--- src/rtl/jsu_pkg.sv ---
// ----------------------------------------------------------------------------
// jsu_pkg
// shared types, codes and helpers for the json string unescaper
// ----------------------------------------------------------------------------
package jsu_pkg;

  typedef enum logic [1:0] {
    PH_WAIT = 2'd0,
    PH_BODY = 2'd1,
    PH_ESC  = 2'd2,
    PH_HEX  = 2'd3
  } phase_t;

  typedef enum logic [2:0] {
    K_DATA   = 3'd0,
    K_CLOSE  = 3'd1,
    K_NOOPEN = 3'd2,
    K_BADESC = 3'd3,
    K_BADHEX = 3'd4,
    K_EARLY  = 3'd5
  } kind_t;

  localparam logic [7:0] CH_QUOTE = 8'h22;
  localparam logic [7:0] CH_BSLASH = 8'h5c;
  localparam logic [7:0] CH_SLASH = 8'h2f;
  localparam logic [7:0] CH_B = 8'h62;
  localparam logic [7:0] CH_F = 8'h66;
  localparam logic [7:0] CH_N = 8'h6e;
  localparam logic [7:0] CH_R = 8'h72;
  localparam logic [7:0] CH_T = 8'h74;
  localparam logic [7:0] CH_U = 8'h75;

  localparam int QUEUE_DEPTH = 4;
  localparam int QPTR_W = $clog2(QUEUE_DEPTH);

  // one queue entry: the whole group of results caused by one input byte
  typedef struct packed {
    logic [1:0] cnt;
    kind_t      kind;
    logic [7:0] b0;
    logic [7:0] b1;
    logic [7:0] b2;
  } entry_t;

  typedef struct packed {
    logic   valid;
    entry_t data;
  } push_t;

  // bit 4 set when the byte is a hex digit, low bits its value
  function automatic logic [4:0] hex_value(input logic [7:0] c);
    logic [4:0] r;
    r = 5'd0;
    if (c inside {[8'h30:8'h39]}) begin
      r = {1'b1, 4'(c - 8'h30)};
    end else if (c inside {[8'h61:8'h66]}) begin
      r = {1'b1, 4'(c - 8'h57)};
    end else if (c inside {[8'h41:8'h46]}) begin
      r = {1'b1, 4'(c - 8'h37)};
    end
    return r;
  endfunction

  function automatic entry_t utf8_encode(input logic [15:0] cp);
    entry_t e;
    e.kind = K_DATA;
    e.b1 = 8'h00;
    e.b2 = 8'h00;
    if (cp < 16'h0080) begin
      e.cnt = 2'd1;
      e.b0 = cp[7:0];
    end else if (cp < 16'h0800) begin
      e.cnt = 2'd2;
      e.b0 = {3'b110, cp[10:6]};
      e.b1 = {2'b10, cp[5:0]};
    end else begin
      e.cnt = 2'd3;
      e.b0 = {4'b1110, cp[15:12]};
      e.b1 = {2'b10, cp[11:6]};
      e.b2 = {2'b10, cp[5:0]};
    end
    return e;
  endfunction

endpackage

--- src/rtl/jsu_in_if.sv ---
// ----------------------------------------------------------------------------
// jsu_in_if
// input byte channel: raw text byte and end-of-stream flag
// ----------------------------------------------------------------------------
interface jsu_in_if;
  logic       valid;
  logic       ready;
  logic [7:0] in_byte;
  logic       stream_end;

  modport source (output valid, output in_byte, output stream_end, input ready);
  modport sink (input valid, input in_byte, input stream_end, output ready);
endinterface

--- src/rtl/jsu_out_if.sv ---
// ----------------------------------------------------------------------------
// jsu_out_if
// result channel: decoded byte, result kind and last flag
// ----------------------------------------------------------------------------
interface jsu_out_if;
  logic       valid;
  logic       ready;
  logic [7:0] out_byte;
  logic [2:0] kind;
  logic       last;

  modport source (output valid, output out_byte, output kind, output last, input ready);
  modport sink (input valid, input out_byte, input kind, input last, output ready);
endinterface

--- src/rtl/jsu_front.sv ---
// ----------------------------------------------------------------------------
// jsu_front
// parser state machine: takes input beats, decodes escapes, pushes result groups
// ----------------------------------------------------------------------------
module jsu_front (
  input  logic              clk,
  input  logic              rst,
  jsu_in_if.sink            in_ch,
  input  logic              q_full,
  output jsu_pkg::push_t    push
);

  jsu_pkg::phase_t phase;
  jsu_pkg::phase_t phase_next;
  logic [1:0]      hex_count;
  logic [1:0]      hex_count_next;
  logic [15:0]     code_accum;
  logic [15:0]     code_accum_next;
  logic            take;
  logic [4:0]      hv;
  logic [15:0]     code_full;

  assign in_ch.ready = !q_full;
  assign take = in_ch.valid && !q_full;
  assign hv = jsu_pkg::hex_value(in_ch.in_byte);
  assign code_full = {code_accum[11:0], hv[3:0]};

  always_ff @(posedge clk) begin
    if (rst) begin
      phase <= jsu_pkg::PH_WAIT;
      hex_count <= 2'd0;
      code_accum <= 16'd0;
    end else if (take) begin
      phase <= phase_next;
      hex_count <= hex_count_next;
      code_accum <= code_accum_next;
    end
  end

  always_comb begin
    phase_next = phase;
    hex_count_next = hex_count;
    code_accum_next = code_accum;
    if (in_ch.stream_end) begin
      phase_next = jsu_pkg::PH_WAIT;
      hex_count_next = 2'd0;
      code_accum_next = 16'd0;
    end else begin
      case (phase)
        jsu_pkg::PH_WAIT: begin
          if (in_ch.in_byte == jsu_pkg::CH_QUOTE) begin
            phase_next = jsu_pkg::PH_BODY;
            hex_count_next = 2'd0;
            code_accum_next = 16'd0;
          end
        end
        jsu_pkg::PH_BODY: begin
          if (in_ch.in_byte == jsu_pkg::CH_QUOTE) begin
            phase_next = jsu_pkg::PH_WAIT;
          end else if (in_ch.in_byte == jsu_pkg::CH_BSLASH) begin
            phase_next = jsu_pkg::PH_ESC;
          end
        end
        jsu_pkg::PH_ESC: begin
          if (in_ch.in_byte == jsu_pkg::CH_U) begin
            phase_next = jsu_pkg::PH_HEX;
            hex_count_next = 2'd0;
            code_accum_next = 16'd0;
          end else if (in_ch.in_byte inside {jsu_pkg::CH_QUOTE, jsu_pkg::CH_BSLASH,
                       jsu_pkg::CH_SLASH, jsu_pkg::CH_B, jsu_pkg::CH_F,
                       jsu_pkg::CH_N, jsu_pkg::CH_R, jsu_pkg::CH_T}) begin
            phase_next = jsu_pkg::PH_BODY;
          end else begin
            phase_next = jsu_pkg::PH_WAIT;
          end
        end
        jsu_pkg::PH_HEX: begin
          if (!hv[4]) begin
            phase_next = jsu_pkg::PH_WAIT;
            hex_count_next = 2'd0;
            code_accum_next = 16'd0;
          end else if (hex_count == 2'd3) begin
            phase_next = jsu_pkg::PH_BODY;
            hex_count_next = 2'd0;
            code_accum_next = 16'd0;
          end else begin
            hex_count_next = hex_count + 2'd1;
            code_accum_next = code_full;
          end
        end
        default: begin
          phase_next = jsu_pkg::PH_WAIT;
        end
      endcase
    end
  end

  always_comb begin
    jsu_pkg::entry_t e;
    logic            has;
    e.cnt = 2'd1;
    e.kind = jsu_pkg::K_DATA;
    e.b0 = 8'h00;
    e.b1 = 8'h00;
    e.b2 = 8'h00;
    has = 1'b0;
    if (in_ch.stream_end) begin
      has = (phase != jsu_pkg::PH_WAIT);
      e.kind = jsu_pkg::K_EARLY;
    end else begin
      case (phase)
        jsu_pkg::PH_WAIT: begin
          has = (in_ch.in_byte != jsu_pkg::CH_QUOTE);
          e.kind = jsu_pkg::K_NOOPEN;
        end
        jsu_pkg::PH_BODY: begin
          if (in_ch.in_byte == jsu_pkg::CH_QUOTE) begin
            has = 1'b1;
            e.kind = jsu_pkg::K_CLOSE;
          end else if (in_ch.in_byte != jsu_pkg::CH_BSLASH) begin
            has = 1'b1;
            e.b0 = in_ch.in_byte;
          end
        end
        jsu_pkg::PH_ESC: begin
          has = 1'b1;
          case (in_ch.in_byte)
            jsu_pkg::CH_QUOTE:  e.b0 = 8'h22;
            jsu_pkg::CH_BSLASH: e.b0 = 8'h5c;
            jsu_pkg::CH_SLASH:  e.b0 = 8'h2f;
            jsu_pkg::CH_B:      e.b0 = 8'h08;
            jsu_pkg::CH_F:      e.b0 = 8'h0c;
            jsu_pkg::CH_N:      e.b0 = 8'h0a;
            jsu_pkg::CH_R:      e.b0 = 8'h0d;
            jsu_pkg::CH_T:      e.b0 = 8'h09;
            jsu_pkg::CH_U:      has = 1'b0;
            default:            e.kind = jsu_pkg::K_BADESC;
          endcase
        end
        jsu_pkg::PH_HEX: begin
          if (!hv[4]) begin
            has = 1'b1;
            e.kind = jsu_pkg::K_BADHEX;
          end else if (hex_count == 2'd3) begin
            has = 1'b1;
            e = jsu_pkg::utf8_encode(code_full);
          end
        end
        default: begin
          has = (in_ch.in_byte != jsu_pkg::CH_QUOTE);
          e.kind = jsu_pkg::K_NOOPEN;
        end
      endcase
    end
    push.valid = take && has;
    push.data = e;
  end

endmodule

--- src/rtl/jsu_queue.sv ---
// ----------------------------------------------------------------------------
// jsu_queue
// short queue of result groups between the parser and the output sequencer
// ----------------------------------------------------------------------------
module jsu_queue (
  input  logic            clk,
  input  logic            rst,
  input  jsu_pkg::push_t  push,
  output logic            full,
  input  logic            pop,
  output logic            empty,
  output jsu_pkg::entry_t head
);

  jsu_pkg::entry_t                 mem [jsu_pkg::QUEUE_DEPTH];
  logic [jsu_pkg::QPTR_W-1:0]      wr_ptr;
  logic [jsu_pkg::QPTR_W-1:0]      rd_ptr;
  logic [jsu_pkg::QPTR_W:0]        fill;
  logic                            do_pop;

  assign full = (fill == (jsu_pkg::QPTR_W+1)'(jsu_pkg::QUEUE_DEPTH));
  assign empty = (fill == '0);
  assign head = mem[rd_ptr];
  assign do_pop = pop && !empty;

  always_ff @(posedge clk) begin
    if (push.valid) begin
      mem[wr_ptr] <= push.data;
    end
  end

  always_ff @(posedge clk) begin
    if (rst) begin
      wr_ptr <= '0;
      rd_ptr <= '0;
      fill <= '0;
    end else begin
      if (push.valid) begin
        wr_ptr <= wr_ptr + 1'b1;
      end
      if (do_pop) begin
        rd_ptr <= rd_ptr + 1'b1;
      end
      if (push.valid && !do_pop) begin
        fill <= fill + 1'b1;
      end else if (do_pop && !push.valid) begin
        fill <= fill - 1'b1;
      end
    end
  end

endmodule

--- src/rtl/jsu_back.sv ---
// ----------------------------------------------------------------------------
// jsu_back
// output sequencer: sends each queued group as one to three result beats
// ----------------------------------------------------------------------------
module jsu_back (
  input  logic            clk,
  input  logic            rst,
  input  logic            empty,
  input  jsu_pkg::entry_t head,
  output logic            pop,
  jsu_out_if.source       out_ch
);

  logic [1:0] idx;
  logic       is_last;
  logic       fire;

  assign is_last = (idx == head.cnt - 2'd1);
  assign fire = !empty && out_ch.ready;
  assign pop = fire && is_last;

  assign out_ch.valid = !empty;
  assign out_ch.kind = head.kind;
  assign out_ch.last = is_last;

  always_comb begin
    case (idx)
      2'd0:    out_ch.out_byte = head.b0;
      2'd1:    out_ch.out_byte = head.b1;
      2'd2:    out_ch.out_byte = head.b2;
      default: out_ch.out_byte = 8'h00;
    endcase
  end

  always_ff @(posedge clk) begin
    if (rst) begin
      idx <= 2'd0;
    end else if (fire) begin
      idx <= is_last ? 2'd0 : idx + 2'd1;
    end
  end

endmodule

--- src/rtl/json_string_unescape.sv ---
// ----------------------------------------------------------------------------
// json_string_unescape
// unescapes a quoted json string byte stream, \u escapes emitted as utf-8
//
//   channel  dir  payload                      handshake
//   in_ch    in   in_byte[7:0], stream_end     valid/ready
//   out_ch   out  out_byte[7:0], kind[2:0], last  valid/ready
//
// one input beat per cycle while the four-entry result queue has room
// each input beat yields zero to three output beats; the output side sends
// one beat per cycle while out_ch.ready is high, so a utf-8 group goes out in order
// synchronous reset returns the parser to waiting for an opening quote
// a stalled output fills the queue, then in_ch.ready drops
// ----------------------------------------------------------------------------
module json_string_unescape (
  input logic       clk,
  input logic       rst,
  jsu_in_if.sink    in_ch,
  jsu_out_if.source out_ch
);

  jsu_pkg::push_t  push;
  jsu_pkg::entry_t head;
  logic            full;
  logic            empty;
  logic            pop;

  jsu_front u_front (
    .clk    (clk),
    .rst    (rst),
    .in_ch  (in_ch),
    .q_full (full),
    .push   (push)
  );

  jsu_queue u_queue (
    .clk   (clk),
    .rst   (rst),
    .push  (push),
    .full  (full),
    .pop   (pop),
    .empty (empty),
    .head  (head)
  );

  jsu_back u_back (
    .clk    (clk),
    .rst    (rst),
    .empty  (empty),
    .head   (head),
    .pop    (pop),
    .out_ch (out_ch)
  );

endmodule

--- src/flat_wrapper.sv ---
// flat-port wrapper written by rule: the top's interface ports become plain ports
module json_string_unescape_flat 
  (clk, rst, in_ch_valid, in_ch_in_byte, in_ch_stream_end, in_ch_ready, out_ch_valid, out_ch_out_byte, out_ch_kind, out_ch_last, out_ch_ready);
  jsu_in_if in_ch_i ();
  jsu_out_if out_ch_i ();
  input logic clk;
  input logic rst;
  input wire logic [$bits(in_ch_i.valid)-1:0] in_ch_valid;
  input wire logic [$bits(in_ch_i.in_byte)-1:0] in_ch_in_byte;
  input wire logic [$bits(in_ch_i.stream_end)-1:0] in_ch_stream_end;
  output wire logic [$bits(in_ch_i.ready)-1:0] in_ch_ready;
  output wire logic [$bits(out_ch_i.valid)-1:0] out_ch_valid;
  output wire logic [$bits(out_ch_i.out_byte)-1:0] out_ch_out_byte;
  output wire logic [$bits(out_ch_i.kind)-1:0] out_ch_kind;
  output wire logic [$bits(out_ch_i.last)-1:0] out_ch_last;
  input wire logic [$bits(out_ch_i.ready)-1:0] out_ch_ready;
  assign in_ch_i.valid = in_ch_valid;
  assign in_ch_i.in_byte = in_ch_in_byte;
  assign in_ch_i.stream_end = in_ch_stream_end;
  assign in_ch_ready = in_ch_i.ready;
  assign out_ch_valid = out_ch_i.valid;
  assign out_ch_out_byte = out_ch_i.out_byte;
  assign out_ch_kind = out_ch_i.kind;
  assign out_ch_last = out_ch_i.last;
  assign out_ch_i.ready = out_ch_ready;
  json_string_unescape u_core (.clk(clk), .rst(rst), .in_ch(in_ch_i), .out_ch(out_ch_i));
endmodule
--- config.mk ---
export PLATFORM = sky130hd
export DESIGN_NAME = json_string_unescape_flat
export DESIGN_NICKNAME = d
export VERILOG_FILES = /design/src/rtl/jsu_pkg.sv /design/src/rtl/jsu_in_if.sv /design/src/rtl/jsu_out_if.sv /design/src/rtl/jsu_front.sv /design/src/rtl/jsu_queue.sv /design/src/rtl/jsu_back.sv /design/src/rtl/json_string_unescape.sv /design/src/flat_wrapper.sv
export SDC_FILE = /design/constraint.sdc
export NUM_CORES = 1
export LEC_CHECK = 0
export ABC_AREA = 0
export BUFFER_PORTS_ARGS = -buffer_cell sky130_fd_sc_hd__buf_2
export CAP_MARGIN = 40
export CORE_ASPECT_RATIO = 1.4
export CORE_MARGIN = 2
export CORE_UTILIZATION = 35
export DETAILED_ROUTE_END_ITERATION = 10
export GPL_ROUTABILITY_DRIVEN = 0
export RECOVER_POWER = 50
export SYNTH_ARGS = -nofsm -noshare
export SYNTH_HDL_FRONTEND = slang
export SYNTH_HIERARCHICAL = 1
export SYNTH_SLANG_ARGS = --single-unit
--- constraint.sdc ---
create_clock -name clk -period 7.1 [get_ports clk]
set_clock_uncertainty 0.2 [all_clocks]
set_input_delay 0.355 -clock clk [delete_from_list [all_inputs] [get_ports clk]]
set_output_delay 0.355 -clock clk [all_outputs]
set_load 0.02 [all_outputs]
Word-level counts from Yosys, hierarchy flattened
Memory sizes are Yosys's and may differ from the RTL's. A register that Yosys moved wholly into a read port is not among the register bits.
Cells that the tools add are included.
{ "totals": {"mem_count": 1, "word_cells": 134, "out_inout_bits": 14, "ramBits": 116, "input_bits": 13, "regBits": 25} }
{ "classes": {"order_cmp": 8, "n_reduce_logical": 24, "eq_ne": 23, "addsub": 10, "mux": 61} }
{ "mem_list": {"columns": ["name", "depth", "width", "rd", "rd_ports_with_merged_regs", "wr", "line_no", "source"], "rows": [
  ["u_core.u_queue.mem", 4, 29, 1, 1, 1, "jsu_queue.sv:15", "jsu_pkg::entry_t mem [jsu_pkg::QUEUE_DEPTH];"]
]} }
{ "op_table": {"columns": ["cell", "count"], "rows": [
  ["2-to-1 mux 12 bit", 5],
  ["equality test 8 x 7 -> 1 bit (second input constant)", 7],
  ["one-hot mux 7 bit (8 select lines)", 1],
  ["2-to-1 mux 24 bit", 2],
  ["one-hot mux 8 bit (3 select lines)", 2],
  ["2-to-1 mux 2 bit", 20],
  ["one-hot mux 12 bit (3 select lines)", 1],
  ["2-to-1 mux 16 bit", 2],
  ["2-to-1 mux 8 bit", 4],
  ["2-to-1 mux 29 bit", 1],
  ["equality test 8 x 6 -> 1 bit (second input constant)", 2],
  [">= comparator 8 x 7 -> 1 bit (second input constant)", 2],
  ["<= comparator 8 x 7 -> 1 bit (second input constant)", 2],
  ["less-than comparator 16 x 12 -> 1 bit (second input constant)", 1],
  ["less-than comparator 16 x 8 -> 1 bit (second input constant)", 1],
  ["2-to-1 mux 5 bit", 3],
  ["2-to-1 mux 14 bit", 1],
  ["2-to-1 mux 3 bit", 4],
  ["one-hot mux 3 bit (4 select lines)", 1],
  ["2-to-1 mux 1 bit", 11],
  ["logical AND 1 bit", 10],
  ["OR reduction 9 bit", 1],
  ["adder 2 x 1 -> 2 bit (second input constant)", 4],
  ["equality test 2 bit (second input constant)", 4],
  ["other kinds (24)", 34]
]} }

Logic depth before layout (Yosys ltp)
{ "logic_depth": {"word_depth": 13, "depth_mapped": 14, "ltp_nobuf": 13} }

By module
Netlist, hierarchy kept.
{ "modules_own_cells": {"columns": ["module", "instances", "area_each_um2", "seq_area_each_um2", "cells_per_inst"], "rows": [
  ["jsu_queue", 1, 4630.7, 3663.5, 195],
  ["jsu_front", 1, 1704.1, 320.3, 221],
  ["jsu_back", 1, 349.1, 40.0, 44]
]} }

Worst setup path after synthesis
OpenSTA, ideal clock, no wires.
{ "synth_path": {"path_kind": "input to register", "start": "input port in_ch_in_byte[0]", "end": "register u_core/u_queue/fill[2] (netlist bit)", "t_arrival_ns": 3.166, "n_path_buf": 1, "stages": 14, "setup_ns": 0.070, "setup_slack_ns": 3.664, "required_time_ns": 6.830, "path_cell_list": "clkbuf_1 > inv_1 > ha_1 > nor3b_1 > nand2_1 > o21ai_0 > a211oi_1 > a21oi_1 > ha_1 > inv_1 > fa_1 > xor2_1 > or3_1 > a21oi_1"} }
{ "synth_lines": {"columns": ["item", "line_no", "source"], "rows": [
  ["start: declaration", "flat_wrapper.sv:9", "input wire logic [$bits(in_ch_i.in_byte)-1:0] in_ch_in_byte;"],
  ["end signal: assignment", "jsu_queue.sv:45", "fill <= fill + 1'b1;"],
  ["end signal: assignment", "jsu_queue.sv:47", "fill <= fill - 1'b1;"],
  ["end: declaration", "jsu_queue.sv:18", "logic [jsu_pkg::QPTR_W:0] fill;"]
]} }

==> results by group <==
Run status
  • Outcome: finished, final reports clean

Power and ir drop
  • Max VDD drop: roughly 0.11 mV
  • PwrDens: 269 nW/um^2
  • Sequential power share: between 40% and 50%
  • Internal: between 1.5 and 2 mW
  • Clock network fraction of design power: 43.7%
  • Sw frac: between 20 and 25%
  • Combinational power share: 10.1%
  • Leakage: 2.54 nW
  • Psw: approximately 0.47 mW

Synth
  • Top cells by area, synth: edfxtp_1 (52%), mux4_2 (9.4%), dfxtp_1 (8.1%)
  • Top cell type's share of synthesized area: ~52%
  • Seq cells post-synth: roughly 140
  • FFs w/ async S/R, synth: 0%
  • Register area share after synthesis: 60.2%
  • Warnings from Yosys: 6
  • Mapped cell area: around 6700 um^2
  • Synth unique cells: 77
  • Syn Inst Count: 460
  • Yosys top cell by area: edfxtp_1
  • Syn Area/Cell: 14.5 um^2
  • EDFF count, synth: about 120
  • Main synth FF type: edfxtp_1

Floorplan
  • Core Region: about 19000 um^2
  • Row count: 59
  • Horiz. Die Dim: approximately 120 um
  • IO Pins: 27
  • Die area: 20200 um^2
  • Die height: approximately 170 um
  • Initial core utilization: 35.8%

Global routing
  • Initial antenna violation count: 0
  • Vias in the first global route: about 4200
  • Largest net degree at the start of global routing: 30
  • Gr usage total: ~15%
  • First-pass GRT wire length: ~23 mm
  • Total grt overflow: 0

CTS
  • CTS tree: yes
  • Hold buffer count at cts: 0
  • Post-CTS setup buffer count: 0
  • CTS resizes: 0
  • CTS root buf: clkbuf_16
  • CTS Sinks: about 140
  • Deepest clock path buffer count: 2
  • Htree depth: 4
  • Clk pin slew, worst setup/hold paths: around 0.06 ns
  • CTS buffer count: 17
  • Worst skew pair latency: a little over 0.4 ns

Finish
  • Commonest non-fill, non-tap cell in the layout: edfxtp_1
  • Sequential cell area: 4030 um^2
  • Footprint of the multi-input gates: between 2000 and 2500 um^2
  • Final cell utilization of the core: between 40 and 50%
  • Fillers: 1723
  • Area grow syn2layout: 12.9%
  • Layout cells sized above 1: around a fifth
  • Layout Nets: between 500 and 600
  • Most frequent cells in the layout: edfxtp_1 (116), nor2_1 (34), mux4_2 (28)
  • Antenna diodes: 0

Timing
  • Final min period: ~3.8 ns
  • Final Max Tran Viols: 0
  • Setup_tns: 0 ns
  • Hold Vio Cnt, Final: 0
  • Hold Worst Slack: 0.104 ns
  • Fmax: ~0.26 GHz
  • Tcrit/Tclk final: 53.2%
  • Unrepaired setup endpoints after global routing: no
  • Relative slew slack: 15.0%
  • Final count of negative-setup-slack endpoints: 0
  • Worst-margin pin slew: about 1.3 ns
  • Post-route setup slack: ~3.3 ns

Setup path
  • CP peak stage delay: 1.10 ns
  • Crit path launch type: input pin
  • CP max FO: 12
  • Worst Setup Path Type: in -> reg
  • Setup crit end kind: flop
  • Worst endpoint data arrival time: about 3.8 ns
  • Critical-path cell list: clkbuf_1 -> inv_1 -> ha_1 -> nor3b_1 -> nor4_1 -> o211ai_1 -> nor3_1 -> and2_0
  • CP Data Required Time: around 7.1 ns
  • Slowest CP cell: nor3_1

Detailed routing
  • Vias/cell: 5.47
  • Routed Antenna Nets: 0
  • Wirelength per Cell: between 15 and 20 um
  • Iter 0 DRT Violations: between 300 and 400
  • First drt pass iteration count: 5
  • Final wirelength: 14.2 mm
  • Via count: 4065
  • DRC Markers: 0

Flow run
  • Max cap viols: 0

Hold path
  • Hold Crit Class: in -> reg

Placement
  • Post-DP HPWL: between 9 and 10 mm
  • Worst slack, placed: between 3 and 4 ns
  • Port Buffers: 26
==> path summary, 6_finish.rpt <==
| kind | cells after the start | endpoint | from | slack [ns] |
|---|---|---|---|---|
| max | 8 | u_core/u_queue/mem[1][1]$_DFFE_PP_ | in_ch_in_byte[0] | 3.33 |
| min reg2reg | 1 | u_core/u_front/code_accum[10]$_SDFFE_PP0P_ | u_core/u_front/code_accum[10]$_SDFFE_PP0P_ | 0.31 |
| max reg2reg | 12 | u_core/u_queue/fill[2]$_SDFFE_PP0P_ | flop | 3.48 |
| min | 2 | u_core/u_queue/fill[0]$_SDFFE_PP0P_ | rst | 0.10 |
==> power groups by stage <==
stage / registers (mW) / logic (mW) / clock network, mW
after CTS: 0.939 / 0.214 / 0.906
after global placement: 0.955 / 0.208 / 0
final: 0.939 / 0.206 / 0.889
after global routing: 0.942 / 0.227 / 0.939
after floorplan: 0.953 / 0.159 / 0
after detailed placement: 0.957 / 0.213 / 0
==> worst max-delay path: cells and delay by family <==
family / cells / cell delay (ns)
adders and majority gates: 1 / 0.25
AOI/OAI and AO/OA: 1 / 0.41
and+or+nand+nor: 4 / 2.26
buffers and inverters: 2 / 0.53
==> state kept, by name, summed over array words and instances, names as in the netlist, named ones only <==
signal                     cells
u_core/u_queue/mem           116
u_core/u_queue/fill            3
u_core/u_front/phase           2
u_core/u_queue/wr_ptr          2
u_core/u_queue/rd_ptr          2
u_core/u_front/hex_count       2
u_core/u_back/idx              2
u_core/u_front/code_accum     12
==> per-stage QoR <==
stage	std cells	area (um^2)	total power [mW]
after floorplan	461	6690	1.11
after global placement	709	7000	1.16
after detailed placement	711	7010	1.17
after CTS	743	7600	2.06
after global routing	743	7550	2.11
final	743	7550	2.03
==> cell usage after synthesis, types with 4 or more instances <==
cell,instances
a222oi_1,8
nor2_1,34
nor3b_1,4
o21ai_0,11
clkbuf_1,13
nor2b_1,5
nand3_1,6
xor2_1,4
and3_1,4
nor3_1,4
and2_1,10
mux4_2,28
o21bai_1,5
ha_1,15
a211o_1,4
a31oi_1,9
o2bb2ai_1,5
inv_1,16
edfxtp_1,116
a22o_1,13
buf_4,7
a21oi_1,13
dfxtp_1,27
nand2b_1,7
nand2_1,15
==> logic make-up after synthesis <==
group           synth area share [%]
xor+xnor                        1.16
compound gates                  11.5
buf+inv                         3.50
fa+ha+maj                       3.11
simple gates                    9.98
mux                             10.5
other cells                   0.0561
flops                           60.2
==> layout make-up <==
type	count	area share, %
Clock inverter	13	2.17
Timing Repair Buffer	34	2.37
Inverter	16	0.796
Clock buffer	19	5.74
Tap cell	244	4.04
Sequential cell	143	53.3
Multi-Input combinational cell	274	31.6
==> per-layer routing <==
layer / global-route usage (%) / vias to the layer above / routed length [um]
met5: 0 / - / 0
li1: - / 1866 / -
met4: 5.26 / 0 / 260
met1: 17.3 / 2044 / 5880
met2: 26.1 / 136 / 7440
met3: 2.76 / 19 / 584
Note: power is estimated with default switching activity, not from simulation.
